### config.mk
export PLATFORM = sky130hd
export DESIGN_NAME = si_cell
export DESIGN_NICKNAME = d
export VERILOG_FILES = /design/src/rtl/core/segment_intersection_defines.svh /design/src/rtl/core/si_pkg.sv /design/src/rtl/core/si_cell.sv
export SDC_FILE = /design/constraint.sdc
export NUM_CORES = 1
export LEC_CHECK = 0
export ABC_AREA = 1
export BUFFER_PORTS_ARGS = -buffer_cell sky130_fd_sc_hd__buf_2
export CAP_MARGIN = 10
export CELL_PAD_IN_SITES_DETAIL_PLACEMENT = 0
export CELL_PAD_IN_SITES_GLOBAL_PLACEMENT = 1
export CORE_AREA = 5 5 328 330
export CTS_CLUSTER_SIZE = 10
export DETAILED_ROUTE_END_ITERATION = 8
export DIE_AREA = 0 0 333 335
export GPL_ROUTABILITY_DRIVEN = 1
export PLACE_DENSITY = 0.77
export SLEW_MARGIN = 20
export SYNTH_ARGS = -nofsm -noshare
export SYNTH_HDL_FRONTEND = slang
export SYNTH_SLANG_ARGS = --single-unit
### constraint.sdc
create_clock -name clk -period 2.5 [get_ports clk]
set_input_delay 0 -clock clk [delete_from_list [all_inputs] [get_ports clk]]
set_output_delay 0 -clock clk [all_outputs]
set_load 0.05 [all_outputs]
### src/rtl/core/segment_intersection_defines.svh
// Assertion macros shared by the segment intersection RTL.
// Needs a clk and rst_n in scope where a macro is used.
`ifndef SEGMENT_INTERSECTION_DEFINES_SVH
`define SEGMENT_INTERSECTION_DEFINES_SVH

// Same-cycle implication, quiet during reset
`define SI_CHK_IMPL(lbl, ante, cons, msg) \
  lbl: assert property (@(posedge clk) disable iff (!rst_n) (ante) |-> (cons)) \
    else $error(msg);

// Next-cycle implication, quiet during reset
`define SI_CHK_NEXT(lbl, ante, cons, msg) \
  lbl: assert property (@(posedge clk) disable iff (!rst_n) (ante) |=> (cons)) \
    else $error(msg);

`endif

### src/rtl/core/si_pkg.sv
// Shared widths and the divider chain record for segment_intersection.
// No dependencies.
`default_nettype none
package si_pkg;
  localparam int FRAC_BITS = 16;
  localparam int CW    = 32;             // input coordinate width
  localparam int SW    = CW + 1;         // coordinate difference width
  localparam int PW    = 2 * SW;         // cross product width
  localparam int NW    = PW + 1;         // den / sn / tn width
  localparam int MW    = CW;             // difference magnitude width
  localparam int RW    = NW - 1;         // divider remainder width
  localparam int HW    = RW - SW;        // upper slice of tn
  localparam int FW    = MW;             // numerator bits fed into the chain
  localparam int PPW   = RW + FW;        // tn * |s| width
  localparam int QW    = 48;             // result coordinate width
  localparam int NCELL = MW + FRAC_BITS; // quotient bits, one per cell

  typedef struct packed {
    logic                 func;
    logic signed [CW-1:0] ax, ay, bx, by, cx, cy, dx, dy;
  } si_seg_t;

  typedef struct packed {
    logic                 vld;
    logic                 hit;
    logic [RW-1:0]        den;
    logic [RW-1:0]        rx, ry;
    logic [FW-1:0]        fx, fy;
    logic [QW-1:0]        qx, qy;
    logic                 negx, negy;
    logic signed [CW-1:0] ax, ay;
  } si_div_t;
endpackage
`default_nettype wire

### src/rtl/core/si_cell.sv
// One restoring division step for both coordinates, one quotient bit each.
// Depends on si_pkg.
`default_nettype none
module si_cell import si_pkg::*; (
  input  wire logic    clk,
  input  wire logic    rst_n,
  input  wire logic    en,
  input  wire si_div_t d_i,
  output si_div_t      d_o
);
  si_div_t       d_r, d_nxt;
  logic [RW-1:0] tx, ty;
  logic          gex, gey;

  // shift in the next numerator bit, subtract when it fits
  always_comb begin
    tx    = {d_i.rx[RW-2:0], d_i.fx[FW-1]};
    ty    = {d_i.ry[RW-2:0], d_i.fy[FW-1]};
    gex   = tx >= d_i.den;
    gey   = ty >= d_i.den;
    d_nxt = d_i;
    d_nxt.rx = gex ? tx - d_i.den : tx;
    d_nxt.ry = gey ? ty - d_i.den : ty;
    d_nxt.fx = d_i.fx << 1;
    d_nxt.fy = d_i.fy << 1;
    d_nxt.qx = {d_i.qx[QW-2:0], gex};
    d_nxt.qy = {d_i.qy[QW-2:0], gey};
  end

  // hand to the next cell
  always_ff @(posedge clk) begin
    if (!rst_n) begin
      d_r <= '0;
    end else if (en) begin
      d_r <= d_nxt;
    end
  end

  assign d_o = d_r;
endmodule
`default_nettype wire

==> qor.yml <==
status:
  outcome: "finished, final reports clean"
drt:
  route.detailed.drc: 0
  detail_route.vias_per_cell: 4.670
  ant_nets: 0
  drt-initial-drc-count: 3302
  via_count: 37284
  firstDrtPassIters: 5
  wire_per_inst_um: 20.63
  drt-total-wl_um: 164700
floorplan:
  core-area_mm2: 0.1045
  die_x_um: 333
  initial_core_util_pct: 27.27
  fp-row-count: 119
  die_area_mm2: 0.1116
  ios: 855
  die_y_um: 335
run:
  drv_cap: 0
yosys:
  yosysSeqAreaShare_pct: 29.78
  synth_top_flop_cell: "dfxtp_1"
  syn_area_mm2: 0.02851
  syn_area_per_cell_um2: 5.885
  synth_edf_count: 0
  yosysWarnings: 0
  syn_inst: 4844
  synth.distinct_cells: 38
  synth_top_area_share_pct: 29.78
  yosys-top-cells-area: "dfxtp_1, nand2_1, nor2_1"
  async_flop_share_pct: 0
  synth_top_area_cell: "dfxtp_1"
  ys_seq_elements: 424
cts:
  clkSinkCount: 424
  cts_buffer_depth: 3
  ctsRootBufferMaster: "clkbuf_16"
  clkLatencyLatePin_ps: 640
  cts_tree: "yes"
  cts.htree.levels: 2
  cts-buffers-inserted: 54
  path_clk_slew_ps: 60
global_routing:
  grt.overflow.total: 0
  grt_pass1_wl_um: 233400
  grt_max_degree: 147
  grt_pass1_vias: 35814
  antenna_found_initial: 18
  track_usage_pct: 27.67
min_path:
  hold_path_class: "in -> reg"
setup_path:
  crit_path_start_kind: "primary input"
  path_class: "in -> reg"
  crit_arrival_ps: 3070
  cp-endpoint: "d_o[291]"
  worstSetupStartpoint: "d_i[404]"
  r2r-start: "d_o[183]"
  r2r-end: "d_o[183]"
  cp_max_fo: 4
  reg2regPathDepth: 3
  reg2reg_slack_ps: 1180
  cp-end-kind: "register"
  cp.required_ps: 3080
pwr:
  power_mw: 25.20
  p_leak_nw: 24.68
  ir_drop_uv: 541.1
  p_per_area_mw_per_mm2: 558.3
final_layout:
  postLayoutCoreUtil_pct: 43.18
  final_area_mm2: 0.04514
  final_layout_size_suffix_gt1_share_pct: 23.39
  nets: 7113
  areaGrowthSynthToFinish_pct: 58.34
  largest_reg_flops: 424
placement:
  place_area_mm2: 0.03737
  dp_hpwl_um: 133200
  place_congestion: 0.9775
  io_buffers: 848
timing:
  fin_crit_ps: 2490
  hold_viol: 0
  period_share_pct: 99.62
  max-slew-margin-rel_pct: 52.18
  clock_skew_ps: 0
  final-setup-viol-count: 0
  finalSetupTns_ps: 0
  maxSlewViolCount: 0
  max_freq_mhz: 401.5
  tightest_slew_ps: 717.3
  rsz0062_at_grt: "true"
-- Yosys cell counts (all sizes together) (45+ instances only) --
cell type and instances:
buf 45, dfxtp 424, xor2 46, nand3b 59
nand2 1465, clkbuf 127, nor2 904, a21oi 210
o21ai 345, nand3 228, ha 132, inv 729
-- critical path, stage by stage --
cell and delay (ps):
dlygate4sd3_1 550, buf_2 130, inv_1 310, ha_1 340, buf_4 170, nand2_1 50, nand2_1 90, nand2_1 80
nand2_1 90, o21bai_1 210, a21oi_2 340, nor2_1 130, nor2_1 170, nand2_1 70, nand2_1 110, nand3_2 90
a21oi_2 130
-- routing by layer --
metal | global-route usage [%] | routed length (um) | up-vias
met5 | 0 | 0 | -
met4 | 7.514 | 4942 | 0
met3 | 6.080 | 13170 | 255
met2 | 43.59 | 72250 | 1395
met1 | 38.32 | 74350 | 17331
li1 | - | - | 18303
-- area by class of cell --
type	count	area, um^2
fillers	11057	59390
multi-input cells	3517	16880
repair buffers	1821	13520
flip-flops and latches	424	8488
inverters	732	2803
well taps	1391	1740
clock buffers	75	1521
clock inverters	10	150.1
diodes	13	32.53
-- layout by cell type (no fill, tap or decap), drive strengths merged, types with 59 or more instances in the layout --
master,count
a21oi,210
buf,1284
clkbuf,77
dfxtp,424
dlygate4sd3,535
ha,132
inv,719
nand2,1465
nand3,228
nand3b,59
nor2,904
o21ai,345
-- where the power goes --
| part | total (mW) | internal (mW) | leakage, nW | switching, mW |
|---|---|---|---|---|
| sequential | 7.62 | 7.29 | 3.53 | 0.328 |
| clock | 7.71 | 4.41 | 0.811 | 3.30 |
| combinational | 9.87 | 3.45 | 20.3 | 6.42 |
| total | 25.2 | 15.2 | 24.7 | 10.0 |
-- per-stage QoR --
| stage | hold slack, ps | worst slack [ps] | std cells |
|---|---|---|---|
| after global placement | 222.2 | -241.3 | 7329 |
| after global routing | 69.89 | -78.44 | 7979 |
| after detailed placement | 227.9 | -272.5 | 7329 |
| final | 80.48 | 9.510 | 7983 |
| after floorplan | 134.9 | 559.7 | 4845 |
| after CTS | 49.31 | 3.765 | 7949 |
-- worst min-delay path by stage --
stage               end  cells after the start     start
6_report       d_o[226]                      5  d_i[358]
5_1_grt        d_o[226]                      5  d_i[358]
4_1_cts        d_o[226]                      5  d_i[358]
3_5_place_dp   d_o[126]                      3  d_i[125]
3_3_place_gp   d_o[134]                      3  d_i[133]
2_1_floorplan    d_o[0]                      2    d_i[0]
-- what timing repair did --
action | CTS | global route
endpoints found under the hold margin | 423 | 0
hold buffers | 535 | 0
setup buffers | 0 | 20
setup endpoints to repair | 0 | 111
gates resized for setup | 0 | 112
-- kinds of logic (layout without fill, tap and decap cells) --
group / count (synthesis) / after routing / synth area share [%]
AO/OA/AOI/OAI: 579 / 579 / 10.40
XOR/XNOR: 78 / 78 / 2.397
adder cells (fa/ha/maj): 134 / 134 / 5.934
buffers and inverters: 904 / 2638 / 12.40
flip-flops: 424 / 424 / 29.78
other: 1 / 15 / 0.01316
AND/OR/NAND/NOR: 2724 / 2724 / 39.08
No activity file was read; power rests on OpenSTA's default activity.
